==> config.mk <==
export PLATFORM = sky130hd
export DESIGN_NAME = handshake_command_frame_sender_top_flat
export DESIGN_NICKNAME = d
export VERILOG_FILES = /design/src/sv/hcfs_pkg.sv /design/src/sv/hcfs_if.sv /design/src/sv/hcfs_engine.sv /design/src/sv/handshake_command_frame_sender_top.sv /design/src/flat_wrapper.sv
export VERILOG_INCLUDE_DIRS = /design/src /design/src/sv
export SDC_FILE = /design/constraint.sdc
export NUM_CORES = 1
export LEC_CHECK = 0
export BUFFER_PORTS_ARGS = -buffer_cell sky130_fd_sc_hd__buf_2
export CORE_MARGIN = 2
export CORE_UTILIZATION = 45
export CTS_CLUSTER_DIAMETER = 60
export CTS_CLUSTER_SIZE = 30
export DETAILED_ROUTE_END_ITERATION = 8
export PLACE_DENSITY = 0.68
export SETUP_SLACK_MARGIN = 0.3
export SKIP_LAST_GASP = 1
export SLEW_MARGIN = 10
export SYNTH_ARGS = -nofsm -noshare
export SYNTH_HDL_FRONTEND = slang
export SYNTH_SLANG_ARGS = --single-unit
==> constraint.sdc <==
create_clock -name clk_i -period 9.25 [get_ports clk_i]
set_input_delay 0.4625 -clock clk_i [delete_from_list [all_inputs] [get_ports clk_i]]
set_output_delay 0.4625 -clock clk_i [all_outputs]
set_load 0.1 [all_outputs]
==> src/sv/assert_macros.svh <==
// Assertion macros shared by the RTL of the command frame sender.
// Builds that define NO_ASSERTIONS get empty bodies.
`ifndef ASSERT_MACROS_SVH
`define ASSERT_MACROS_SVH

`ifndef NO_ASSERTIONS

`define HCFS_ASSERT(label, clk, rst_n, prop) \
  label: assert property (@(posedge clk) disable iff (!rst_n) (prop)) \
    else $error("assertion failed");

`define HCFS_ASSERT_NEVER(label, clk, rst_n, prop) \
  label: assert property (@(posedge clk) disable iff (!rst_n) !(prop)) \
    else $error("forbidden condition seen");

`else

`define HCFS_ASSERT(label, clk, rst_n, prop)

`define HCFS_ASSERT_NEVER(label, clk, rst_n, prop)

`endif

`endif

==> src/sv/hcfs_pkg.sv <==
// Types and constants of the command frame sender.
// Used by the channel interfaces, the frame engine and the top level.
package hcfs_pkg;

  typedef enum logic [1:0] {
    OP_TICK  = 2'd0,
    OP_GET   = 2'd1,
    OP_SET   = 2'd2,
    OP_DELAY = 2'd3
  } op_e;

  localparam int FrameMax = 12;
  localparam int ByteIdxW = 4;
  localparam logic [ByteIdxW-1:0] FrameMaxIdx = ByteIdxW'(FrameMax);

  localparam logic [7:0] SyncHi = 8'hAA;
  localparam logic [7:0] SyncLo = 8'h55;

  localparam logic [7:0] LenByteGet   = 8'h09;
  localparam logic [7:0] LenByteSet   = 8'h06;
  localparam logic [7:0] LenByteDelay = 8'h03;

  localparam logic [7:0] CmdGet   = 8'h00;
  localparam logic [7:0] CmdSet   = 8'h01;
  localparam logic [7:0] CmdDelay = 8'h02;

  localparam logic [ByteIdxW-1:0] FrameLenGet   = 4'd12;
  localparam logic [ByteIdxW-1:0] FrameLenSet   = 4'd9;
  localparam logic [ByteIdxW-1:0] FrameLenDelay = 4'd6;

  typedef struct packed {
    op_e         op;
    logic        data_line;
    logic [31:0] target_address;
    logic [31:0] byte_count;
    logic [7:0]  write_value;
    logic [15:0] delay_value;
  } cmd_t;

  typedef struct packed {
    logic clock_line;
    logic busy_res;
    logic frame_done;
    logic rejected;
  } res_t;

  typedef struct packed {
    logic sending;
    logic clock_level;
    logic waiting_for_low;
  } status_t;

endpackage

==> src/sv/hcfs_if.sv <==
// Valid/ready channel interfaces for command items and result items.
// Depends on hcfs_pkg for the payload types.
interface hcfs_cmd_if;
  logic              valid;
  logic              ready;
  hcfs_pkg::cmd_t    data;

  modport source (output valid, output data, input ready);
  modport sink (input valid, input data, output ready);
endinterface

interface hcfs_res_if;
  logic              valid;
  logic              ready;
  hcfs_pkg::res_t    data;

  modport source (output valid, output data, input ready);
  modport sink (input valid, input data, output ready);
endinterface

==> src/sv/hcfs_engine.sv <==
// Frame store and bit sequencer of the command frame sender.
// Depends on hcfs_pkg; advances its state once per stepped command.
module hcfs_engine (
  input  logic               clk_i,
  input  logic               rst_ni,
  input  logic               step_i,
  input  hcfs_pkg::cmd_t     item_i,
  output hcfs_pkg::res_t     res_o,
  output hcfs_pkg::status_t  status_o
);

  logic [7:0]                    frame_bytes_q [hcfs_pkg::FrameMax];
  logic [7:0]                    frame_bytes_d [hcfs_pkg::FrameMax];
  logic [hcfs_pkg::ByteIdxW-1:0] frame_length_q, frame_length_d;
  logic [hcfs_pkg::ByteIdxW-1:0] byte_position_q, byte_position_d;
  logic [2:0]                    bit_position_q, bit_position_d;
  logic                          waiting_for_low_q, waiting_for_low_d;
  logic                          sending_q, sending_d;
  logic                          clock_level_q, clock_level_d;
  logic [7:0]                    cur_byte;
  logic                          cur_bit;
  logic [hcfs_pkg::ByteIdxW-1:0] byte_next;
  logic                          done;
  logic                          rej;

  always_comb begin
    frame_bytes_d     = frame_bytes_q;
    frame_length_d    = frame_length_q;
    byte_position_d   = byte_position_q;
    bit_position_d    = bit_position_q;
    waiting_for_low_d = waiting_for_low_q;
    sending_d         = sending_q;
    clock_level_d     = clock_level_q;
    done              = 1'b0;
    rej               = 1'b0;
    byte_next         = byte_position_q + 4'd1;

    if (byte_position_q < hcfs_pkg::FrameMaxIdx) begin
      cur_byte = frame_bytes_q[byte_position_q];
    end else begin
      cur_byte = 8'h00;
    end
    cur_bit = cur_byte[3'd7 - bit_position_q];

    if (step_i) begin
      if (item_i.op != hcfs_pkg::OP_TICK) begin
        if (sending_q) begin
          rej = 1'b1;
        end else begin
          frame_bytes_d[0] = hcfs_pkg::SyncHi;
          frame_bytes_d[1] = hcfs_pkg::SyncLo;
          unique case (item_i.op)
            hcfs_pkg::OP_GET: begin
              frame_bytes_d[2]  = hcfs_pkg::LenByteGet;
              frame_bytes_d[3]  = hcfs_pkg::CmdGet;
              frame_bytes_d[4]  = item_i.target_address[31:24];
              frame_bytes_d[5]  = item_i.target_address[23:16];
              frame_bytes_d[6]  = item_i.target_address[15:8];
              frame_bytes_d[7]  = item_i.target_address[7:0];
              frame_bytes_d[8]  = item_i.byte_count[31:24];
              frame_bytes_d[9]  = item_i.byte_count[23:16];
              frame_bytes_d[10] = item_i.byte_count[15:8];
              frame_bytes_d[11] = item_i.byte_count[7:0];
              frame_length_d    = hcfs_pkg::FrameLenGet;
            end
            hcfs_pkg::OP_SET: begin
              frame_bytes_d[2] = hcfs_pkg::LenByteSet;
              frame_bytes_d[3] = hcfs_pkg::CmdSet;
              frame_bytes_d[4] = item_i.target_address[31:24];
              frame_bytes_d[5] = item_i.target_address[23:16];
              frame_bytes_d[6] = item_i.target_address[15:8];
              frame_bytes_d[7] = item_i.target_address[7:0];
              frame_bytes_d[8] = item_i.write_value;
              frame_length_d   = hcfs_pkg::FrameLenSet;
            end
            default: begin
              frame_bytes_d[2] = hcfs_pkg::LenByteDelay;
              frame_bytes_d[3] = hcfs_pkg::CmdDelay;
              frame_bytes_d[4] = item_i.delay_value[15:8];
              frame_bytes_d[5] = item_i.delay_value[7:0];
              frame_length_d   = hcfs_pkg::FrameLenDelay;
            end
          endcase
          byte_position_d   = '0;
          bit_position_d    = '0;
          waiting_for_low_d = 1'b0;
          sending_d         = 1'b1;
        end
      end else if (sending_q) begin
        if (!waiting_for_low_q) begin
          if (item_i.data_line) begin
            clock_level_d     = !cur_bit;
            waiting_for_low_d = 1'b1;
          end
        end else if (!item_i.data_line) begin
          waiting_for_low_d = 1'b0;
          if (bit_position_q == 3'd7) begin
            bit_position_d  = '0;
            byte_position_d = byte_next;
            if (byte_next >= frame_length_q) begin
              sending_d       = 1'b0;
              done            = 1'b1;
              clock_level_d   = 1'b1;
              byte_position_d = '0;
            end
          end else begin
            bit_position_d = bit_position_q + 3'd1;
          end
        end
      end
    end
  end

  always_ff @(posedge clk_i or negedge rst_ni) begin
    if (!rst_ni) begin
      frame_length_q    <= '0;
      byte_position_q   <= '0;
      bit_position_q    <= '0;
      waiting_for_low_q <= 1'b0;
      sending_q         <= 1'b0;
      clock_level_q     <= 1'b1;
    end else begin
      frame_length_q    <= frame_length_d;
      byte_position_q   <= byte_position_d;
      bit_position_q    <= bit_position_d;
      waiting_for_low_q <= waiting_for_low_d;
      sending_q         <= sending_d;
      clock_level_q     <= clock_level_d;
    end
  end

  always_ff @(posedge clk_i) begin
    frame_bytes_q <= frame_bytes_d;
  end

  assign res_o.clock_line = clock_level_d;
  assign res_o.busy_res   = sending_d;
  assign res_o.frame_done = done;
  assign res_o.rejected   = rej;

  assign status_o.sending         = sending_q;
  assign status_o.clock_level     = clock_level_q;
  assign status_o.waiting_for_low = waiting_for_low_q;

endmodule

==> src/sv/handshake_command_frame_sender_top.sv <==
// Top level of the command frame sender: command register, engine, result register.
// Depends on hcfs_pkg, hcfs_if, hcfs_engine and assert_macros.svh.
//
// Commands arrive on cmd_i, one transaction per item: a tick carries one sample of
// the partner's data line, and a start builds a get, set or delay frame. Every
// command gives exactly one result transaction on res_o with the driven clock
// level, the busy flag, the frame-done flag and the reject flag.
// A command is held in the command register, then runs through the frame engine
// into the result register. One command is accepted in every cycle as long as
// results are taken; the frame engine's state update is the only loop.
// When the receiver stalls, the result register holds its transaction and the
// command register can hold one more item; once it is full, cmd_i.ready drops
// until res_o.ready returns. A start that arrives while a frame is in progress is
// rejected and leaves the frame untouched.
// Reset clears both registers and the engine: no frame in progress and the clock
// line high. The frame store itself is not cleared; a frame is always written in
// full before it is sent.
`include "assert_macros.svh"

module handshake_command_frame_sender_top (
  input  logic              clk_i,
  input  logic              rst_ni,
  hcfs_cmd_if.sink          cmd_i,
  hcfs_res_if.source        res_o
);

  logic               cmd_valid_q, cmd_valid_d;
  hcfs_pkg::cmd_t     cmd_q;
  logic               res_valid_q, res_valid_d;
  hcfs_pkg::res_t     res_q;
  hcfs_pkg::res_t     eng_res;
  hcfs_pkg::status_t  eng_status;
  logic               res_free;
  logic               step;
  logic               cmd_take;

  assign res_free    = !res_valid_q || res_o.ready;
  assign step        = cmd_valid_q && res_free;
  assign cmd_i.ready = !cmd_valid_q || step;
  assign cmd_take    = cmd_i.valid && cmd_i.ready;

  assign cmd_valid_d = cmd_take || (cmd_valid_q && !step);
  assign res_valid_d = step || (res_valid_q && !res_o.ready);

  hcfs_engine u_engine (
    .clk_i    (clk_i),
    .rst_ni   (rst_ni),
    .step_i   (step),
    .item_i   (cmd_q),
    .res_o    (eng_res),
    .status_o (eng_status)
  );

  always_ff @(posedge clk_i or negedge rst_ni) begin
    if (!rst_ni) begin
      cmd_valid_q <= 1'b0;
      res_valid_q <= 1'b0;
    end else begin
      cmd_valid_q <= cmd_valid_d;
      res_valid_q <= res_valid_d;
    end
  end

  always_ff @(posedge clk_i) begin
    if (cmd_take) begin
      cmd_q <= cmd_i.data;
    end
    if (step) begin
      res_q <= eng_res;
    end
  end

  assign res_o.valid = res_valid_q;
  assign res_o.data  = res_q;

  `HCFS_ASSERT(done_leaves_idle, clk_i, rst_ni,
    res_valid_q && res_q.frame_done |-> !res_q.busy_res && res_q.clock_line)
  `HCFS_ASSERT(reject_only_when_busy, clk_i, rst_ni,
    res_valid_q && res_q.rejected |-> res_q.busy_res)
  `HCFS_ASSERT(idle_clock_high, clk_i, rst_ni,
    !eng_status.sending |-> eng_status.clock_level && !eng_status.waiting_for_low)
  `HCFS_ASSERT_NEVER(step_without_room, clk_i, rst_ni,
    step && res_valid_q && !res_o.ready)

endmodule
==> src/flat_wrapper.sv <==
// flat-port wrapper written by rule: the top's interface ports become plain ports
module handshake_command_frame_sender_top_flat 
  (clk_i, rst_ni, cmd_i_valid, cmd_i_data, cmd_i_ready, res_o_valid, res_o_data, res_o_ready);
  hcfs_cmd_if cmd_i_i ();
  hcfs_res_if res_o_i ();
  input  logic clk_i;
  input  logic rst_ni;
  input wire logic [$bits(cmd_i_i.valid)-1:0] cmd_i_valid;
  input wire logic [$bits(cmd_i_i.data)-1:0] cmd_i_data;
  output wire logic [$bits(cmd_i_i.ready)-1:0] cmd_i_ready;
  output wire logic [$bits(res_o_i.valid)-1:0] res_o_valid;
  output wire logic [$bits(res_o_i.data)-1:0] res_o_data;
  input wire logic [$bits(res_o_i.ready)-1:0] res_o_ready;
  assign cmd_i_i.valid = cmd_i_valid;
  assign cmd_i_i.data = cmd_i_data;
  assign cmd_i_ready = cmd_i_i.ready;
  assign res_o_valid = res_o_i.valid;
  assign res_o_data = res_o_i.data;
  assign res_o_i.ready = res_o_ready;
  handshake_command_frame_sender_top u_core (.clk_i(clk_i), .rst_ni(rst_ni), .cmd_i(cmd_i_i), .res_o(res_o_i));
endmodule
After elaboration in Yosys (flattened, before gate mapping)
Index checks and enable logic that the tools add are counted.
{"block": "totals", "regBits": 191, "latchBits": 0, "mem_bits_rw": 0, "mem_bits_ro": 0, "in_bits": 95, "output_inout_bits": 6, "word_cells": 112, "memories": 0}
{"block": "classes", "addsub": 3, "mul": 0, "div": 0, "n_lt_le_gt_ge": 4, "n_eq_ne": 5, "shift": 0, "mux": 43, "n_bitwise": 4, "reduce_logical": 25}
{"cell": "$pmux W28 S2", "n": 1}
{"cell": "$pmux W24 S2", "n": 1}
{"cell": "$bmux W8 S4", "n": 1}
{"cell": "$mux W4", "n": 7}
{"cell": "$mux W8", "n": 3}
{"cell": "$mux W1", "n": 22}
{"cell": "$mux W3", "n": 6}
{"cell": "$reduce_bool A2 Y1", "n": 5}
{"cell": "$pmux W4 S2", "n": 1}
{"cell": "$reduce_and A4 Y1", "n": 2}
{"cell": "$reduce_and A3 Y1", "n": 2}
{"cell": "$reduce_and A6 Y1", "n": 1}
{"cell": "$ge A5 B5 Y1 const B", "n": 1}
{"cell": "$logic_not A1 Y1", "n": 5}
{"cell": "$not A4 Y5", "n": 1}
{"cell": "$reduce_and A5 Y1", "n": 1}
{"cell": "$reduce_or A5 Y1", "n": 1}
{"cell": "$add A4 B1 Y4 const B", "n": 1}
{"cell": "$ge A4 B4 Y1", "n": 1}
{"cell": "$logic_and A1 B1 Y1", "n": 4}
{"cell": "$logic_or A1 B1 Y1", "n": 4}
{"cell": "$lt A3 B4 Y1 const B", "n": 1}
{"cell": "$lt A4 B4 Y1 const B", "n": 1}
{"cell": "$ne A2 B2 Y1 const B", "n": 2}
{"cell": "other kinds (7)", "n": 9}

Depth between registers and ports, before layout
{"block": "logic_depth", "depth_word": 13, "ltp_mapped": 10, "mapped_depth_nobuf": 8}

Cells and area by module
A second synthesis with hierarchy kept.
{"block": "unflattened", "cells_unflattened": 379, "area_unflattened_um2": 7045.5}
{"mod": "hcfs_engine", "instances": 1, "cells_each": 276, "area_each_um2": 4088.9, "seq_area_each_um2": 2423.6}
{"mod": "handshake_command_frame_sender_top", "instances": 1, "cells_each": 103, "area_each_um2": 2956.6, "seq_area_each_um2": 2902.8}

Worst setup path before layout
Ideal clock, no wire load.
{"block": "synth_path", "kind": "reg-to-reg", "start": "register u_core.res_valid_q (netlist: u_core.res_o.valid)", "end": "register u_core.cmd_q[0] in the netlist's numbering (enable)", "setup_time_ns": 0.459, "t_arrival_ns": 3.920, "required_time_ns": 8.791, "path_slack_ns": 4.871, "stages_incl_launch_ff": 3, "path_buffers": 0, "period_less_slack_ns": 4.379, "path_cell_list": "dfrtp_1 -> nand3b_1 -> and2_1"}
{"block": "synth_between", "elab_chain_len": 5}
{"item": "start, declared", "line_no": "handshake_command_frame_sender_top.sv:29", "text": "logic res_valid_q, res_valid_d;"}
{"item": "start signal, assigned", "line_no": "handshake_command_frame_sender_top.sv:60", "text": "res_valid_q <= res_valid_d;"}
{"item": "$logic_not A1 Y1", "line_no": "handshake_command_frame_sender_top.sv:37", "text": "assign res_free = !res_valid_q || res_o.ready;"}
{"item": "$logic_or A1 B1 Y1", "line_no": "handshake_command_frame_sender_top.sv:37"}
{"item": "$logic_and A1 B1 Y1", "line_no": "handshake_command_frame_sender_top.sv:38", "text": "assign step = cmd_valid_q && res_free;"}
{"item": "$logic_or A1 B1 Y1", "line_no": "handshake_command_frame_sender_top.sv:39", "text": "assign cmd_i.ready = !cmd_valid_q || step;"}
{"item": "named net cmd_i_ready", "line_no": "flat_wrapper.sv:10", "text": "output wire logic [$bits(cmd_i_i.ready)-1:0] cmd_i_ready;"}
{"item": "$logic_and A1 B1 Y1", "line_no": "handshake_command_frame_sender_top.sv:40", "text": "assign cmd_take = cmd_i.valid && cmd_i.ready;"}
{"item": "named net u_core.cmd_take", "line_no": "handshake_command_frame_sender_top.sv:35", "text": "logic cmd_take;"}
{"item": "end signal, assigned", "line_no": "handshake_command_frame_sender_top.sv:66", "text": "cmd_q <= cmd_i.data;"}
{"item": "end, declared", "line_no": "handshake_command_frame_sender_top.sv:28", "text": "hcfs_pkg::cmd_t cmd_q;"}
The timed path passes the listed nets, and every way through them passes these cells.
A chain may end at the register's enable or synchronous reset.

Worst setup path in the final report
{"block": "layout_path", "start": "register u_core.u_engine.byte_position_q[1] in the netlist's numbering", "end": "register u_core.res_q, in the netlist u_core.res_o.data[3], data pin"}
{"block": "layout_between", "elab_chain_len": 13, "word_cells_on_any_way": 19, "classes_between": "add/sub (1); order compare (2); mux (14); bitwise (1); reduce/logical (1)"}
{"item": "start, declared", "line_no": "hcfs_engine.sv:15", "text": "logic [hcfs_pkg::ByteIdxW-1:0] byte_position_q, byte_position_d;"}
{"item": "start signal, assigned", "line_no": "hcfs_engine.sv:124", "text": "byte_position_q <= byte_position_d;"}
{"item": "$not A4 Y5 (not written as such)", "line_no": "hcfs_engine.sv:39", "text": "cur_byte = frame_bytes_q[byte_position_q];"}
{"item": "$bmux W8 S4", "line_no": "hcfs_engine.sv:39"}
{"item": "$mux W8 (not written as such) (2 in a row)", "line_no": "hcfs_engine.sv:39"}
{"item": "$mux W8", "line_no": "hcfs_engine.sv:38", "text": "if (byte_position_q < hcfs_pkg::FrameMaxIdx) begin"}
{"item": "$bmux W1 S3", "line_no": "hcfs_engine.sv:43", "text": "cur_bit = cur_byte[3'd7 - bit_position_q];"}
{"item": "$mux W1 (not written as such)", "line_no": "hcfs_engine.sv:43"}
{"item": "$logic_not A1 Y1", "line_no": "hcfs_engine.sv:92", "text": "clock_level_d = !cur_bit;"}
{"item": "$mux W1", "line_no": "hcfs_engine.sv:91", "text": "if (item_i.data_line) begin"}
{"item": "$mux W1 *", "line_no": "hcfs_engine.sv:90", "text": "if (!waiting_for_low_q) begin"}
{"item": "$mux W1 *", "line_no": "hcfs_engine.sv:89", "text": "end else if (sending_q) begin"}
{"item": "$mux W1 *", "line_no": "hcfs_engine.sv:46", "text": "if (item_i.op != hcfs_pkg::OP_TICK) begin"}
{"item": "$mux W1 *", "line_no": "hcfs_engine.sv:45", "text": "if (step_i) begin"}
{"item": "named net u_core.u_engine.clock_level_d", "line_no": "hcfs_engine.sv:19", "text": "logic clock_level_q, clock_level_d;"}
{"item": "end signal, assigned", "line_no": "handshake_command_frame_sender_top.sv:69", "text": "res_q <= eng_res;"}
{"item": "end, declared", "line_no": "handshake_command_frame_sender_top.sv:30", "text": "hcfs_pkg::res_t res_q;"}
The timed path passes the listed nets; every way through them passes the cells marked *. The select of a mux whose other input is x is not followed.

==> out/results.ini <==
[run_status]
outcome=finished clean

[floorplan]
rows=45
die_w_um=128.5
start_util_pct=45.90
floorplan.core_area_mm2=0.01520
die_area_mm2=0.01652
die_y_um=128.5
ios=101

[logic_synthesis]
synth_xor_area_share_pct=0.3765
synth_compound_area_share_pct=5.056
synth_edf_count=164
syn-cell-area_mm2=0.006978
ys_types=44
synthAdderAreaFrac_pct=3.048
synthMuxAreaShare_pct=8.176
ys_ff_latch=180
yosys_most_used_dff=edfxtp_1
synth_area_per_cell_um2=18.56
ys_seq_area_share_pct=76.33
yosysWarnings=0
netlist_instances=376
synthSimpleGateAreaFrac_pct=4.823
synth_top_family_by_area=multiplexers
syn-num-nets=488
async_flop_share_pct=8.889

[critical_path]
critPathCaptureType=register
ff2ff_setup_slack_ns=5.93
r2r-end=u_core.res_o.data[3]
path_buf_inv=1
critPathMaxFanout=20
worstSetupPathType=reg -> reg
critPathLaunchType=register
critPathArrivalTime_ns=3.47
worst_path_largest_cell_delay_ns=0.83
cp.required_ns=9.40
cpLargestDelayFamily=compound AO/OA/AOI/OAI gates
crit_chain=clkinv_1 > ha_1 > ha_1 > a21o_1 > a21o_1 > a21oi_1 > o31a_1 > o21ai_1
slowest_stage=dfrtp_1
worst-r2r-cell-count=8
worstReg2RegStart=u_core.u_engine.byte_position_q[1]

[power]
power.leakage_nw=3.017
ir_worst_vdd_mv=0.1207
power_density_mw_per_mm2=215.5

[timing]
fin_setup_tns_ns=0
finalHoldViolations=0
setup_viol=0
report.final.slew_viol_count=0
tightest_slew_ns=1.172
clock_skew_ns=0.009300
slew_headroom_pct=21.77
final.min_clock_period_ns=3.319
fmax_mhz=301.3
fin_crit_sh_pct=35.88
rsz0062_at_grt=false

[hold_path]
hold_depth=1
hp-class=in -> reg
hold_end=u_core.cmd_q[72]
min_from=cmd_i_data[72]

[grt]
grt_start_max_net_pins=92
grt_pass1_vias=3574
antenna_found_initial=0
grt_overflow=0
gr-usage-all-layers_pct=15.19
grt_pass1_wl_um=18320

[drt]
avgViaCountPerCell=5.159
wl_per_cell_um=17.04
drtIter0Drc=155
drcViolationCount=0
ant_nets=0
num_vias=3539
dr.pass1.iters=4
wl_um=11690

[layout]
fillers=1197
nets=597
antenna_cells=0
post-route-util_pct=54.34
drive_above_1_share_pct=30.72
area_growth_pct=18.38

[clock_tree]
clock_path_buffers=2
htreeDepth=4
cts_made_buffers=17
clk_latency_ns=0.42
cts_root_buf=clkbuf_16
cts_tree=done
cts.repair.resized=0
numClockSinks=180
clkTransAtPathRegs_ns=0.07

[placement]
gp_congestion=0.8130
hpwlAfterDp_um=7597
port_buffers=100

[run]
drv_cap=0

## cells by family after synthesis
logic type      Yosys count
simple gates             62
xor+xnor                  3
fa+ha+maj                17
flops                   180
buf+inv                  32
compound gates           51
mux                      31
## power by group
| part | total [mW] | switching, mW | leakage, nW | internal, mW |
|---|---|---|---|---|
| Clock | 0.684 | 0.289 | 0.267 | 0.395 |
| Sequential | 0.952 | 0.0224 | 1.74 | 0.930 |
| Combinational | 0.145 | 0.0813 | 1.01 | 0.0634 |
## worst register-to-register path: stages (launching register included)
cell      delay [ns]
dfrtp_1         0.83
clkinv_1        0.46
ha_1            0.43
ha_1            0.28
a21o_1          0.16
a21o_1          0.18
a21oi_1         0.43
o31a_1          0.20
o21ai_1         0.08
## area by class of cell
type / instances / area [µm²] / area share (%)
clock buffer: 18 / 429.2 / 5.195
tap: 188 / 235.2 / 2.848
clock inverter: 14 / 138.9 / 1.681
inverter: 18 / 67.56 / 0.8179
multi-input combinational: 164 / 1510 / 18.28
timing repair buffer: 104 / 553.0 / 6.695
sequential: 180 / 5326 / 64.48
## synthesized netlist by cell type, types with 2 or more instances
master	instances	share of area, %
a22o_1	16	2.0
a21oi_1	5	0.36
mux4_2	4	1.3
mux4_1	12	4.5
nor3b_1	2	0.22
ha_1	17	3.0
nand2b_1	6	0.54
nor2_1	9	0.48
nand2_1	15	0.81
mux2i_1	3	0.43
nand4b_1	2	0.25
buf_2	4	0.29
o31ai_1	2	0.22
dfrtp_1	15	5.4
xnor2_1	2	0.25
nor4b_1	2	0.25
inv_1	17	0.91
mux2_2	12	1.9
clkbuf_1	7	0.38
o21ai_0	16	1.1
a21o_1	2	0.22
o31a_1	2	0.25
nand3_1	6	0.43
nand3b_1	2	0.22
nor3_1	7	0.50
nor4_1	2	0.18
edfxtp_1	164	71
nand4_1	5	0.45
a211oi_1	3	0.32
## layout by cell type, fill, tap and decap left out, types with 2 or more instances in the layout
cell / n
a21oi_1: 5
clkinv_2: 3
o31ai_1: 2
o21ai_0: 16
nand3_1: 6
xnor2_1: 2
nor3_1: 7
clkinv_4: 3
mux2_2: 12
mux4_2: 4
nor4b_1: 2
o31a_1: 2
clkinvlp_4: 4
inv_1: 17
a22o_1: 16
mux4_1: 12
a211oi_1: 3
a21o_1: 2
dfrtp_1: 15
nor3b_1: 2
bufinv_16: 2
clkinv_1: 3
ha_1: 17
edfxtp_1: 164
buf_2: 100
nand2_1: 15
nand2b_1: 6
nand4_1: 5
nand4b_1: 2
nand3b_1: 2
mux2i_1: 3
buf_4: 2
clkbuf_16: 17
nor2_1: 8
## what timing repair did
action / in CTS / in global routing
hold buffers: 1 / 0
buffers inserted: 0 / 0
endpoints found under the hold margin: 15 / 0
## routing by layer
metal	vias to the layer above	global-route usage, %	share of wire (%)
met2	82	24.72	52
met1	1738	19.22	43
met5	-	0	0
met4	0	7.033	1.5
li1	1708	-	-
met3	11	4.075	3.5
## per-stage QoR
| step | setup WS, ns | hold slack (ns) | area, µm² | std cells | power [mW] |
|---|---|---|---|---|---|
| final | 5.931 | 0.2078 | 8260 | 686 | 1.780 |
| after global routing | 5.756 | 0.1864 | 8260 | 686 | 1.846 |
| after CTS | 5.955 | 0.1892 | 8233 | 685 | 1.796 |
| after detailed placement | 5.972 | 0.4035 | 7655 | 652 | 1.115 |
| after global placement | 6.024 | 0.3988 | 7655 | 652 | 1.109 |
| after floorplan | 4.871 | 0.1669 | 6978 | 376 | 1.066 |
## worst max-delay path by stage
| stage | from | cells past startpoint | end | slack (ns) |
|---|---|---|---|---|
| finish | u_core.u_engine.byte_position_q[1] | 8 | u_core.res_o.data[3] | 5.93 |
| detailed placement | u_core.u_engine.byte_position_q[1] | 8 | u_core.res_o.data[3] | 5.97 |
| global placement | u_core.u_engine.byte_position_q[1] | 8 | u_core.res_o.data[3] | 6.02 |
| global route | u_core.u_engine.byte_position_q[1] | 8 | u_core.res_o.data[3] | 5.76 |
| CTS | u_core.u_engine.byte_position_q[1] | 8 | u_core.res_o.data[3] | 5.95 |
| floorplan | u_core.res_o.valid | 2 | u_core.cmd_q[0] | 4.87 |
## state kept, by name (all words and copies together), names as in the netlist, 3 cells and up
| name | flops |
|---|---|
| u_core.u_engine.frame_bytes_q | 69 |
| u_core.u_engine.byte_position_q | 4 |
| u_core.cmd_q | 91 |
| u_core.u_engine.frame_length_q | 4 |
| u_core.u_engine.bit_position_q | 3 |
| u_core.res_o.data | 4 |
No activity file was read; power rests on OpenSTA's default activity.
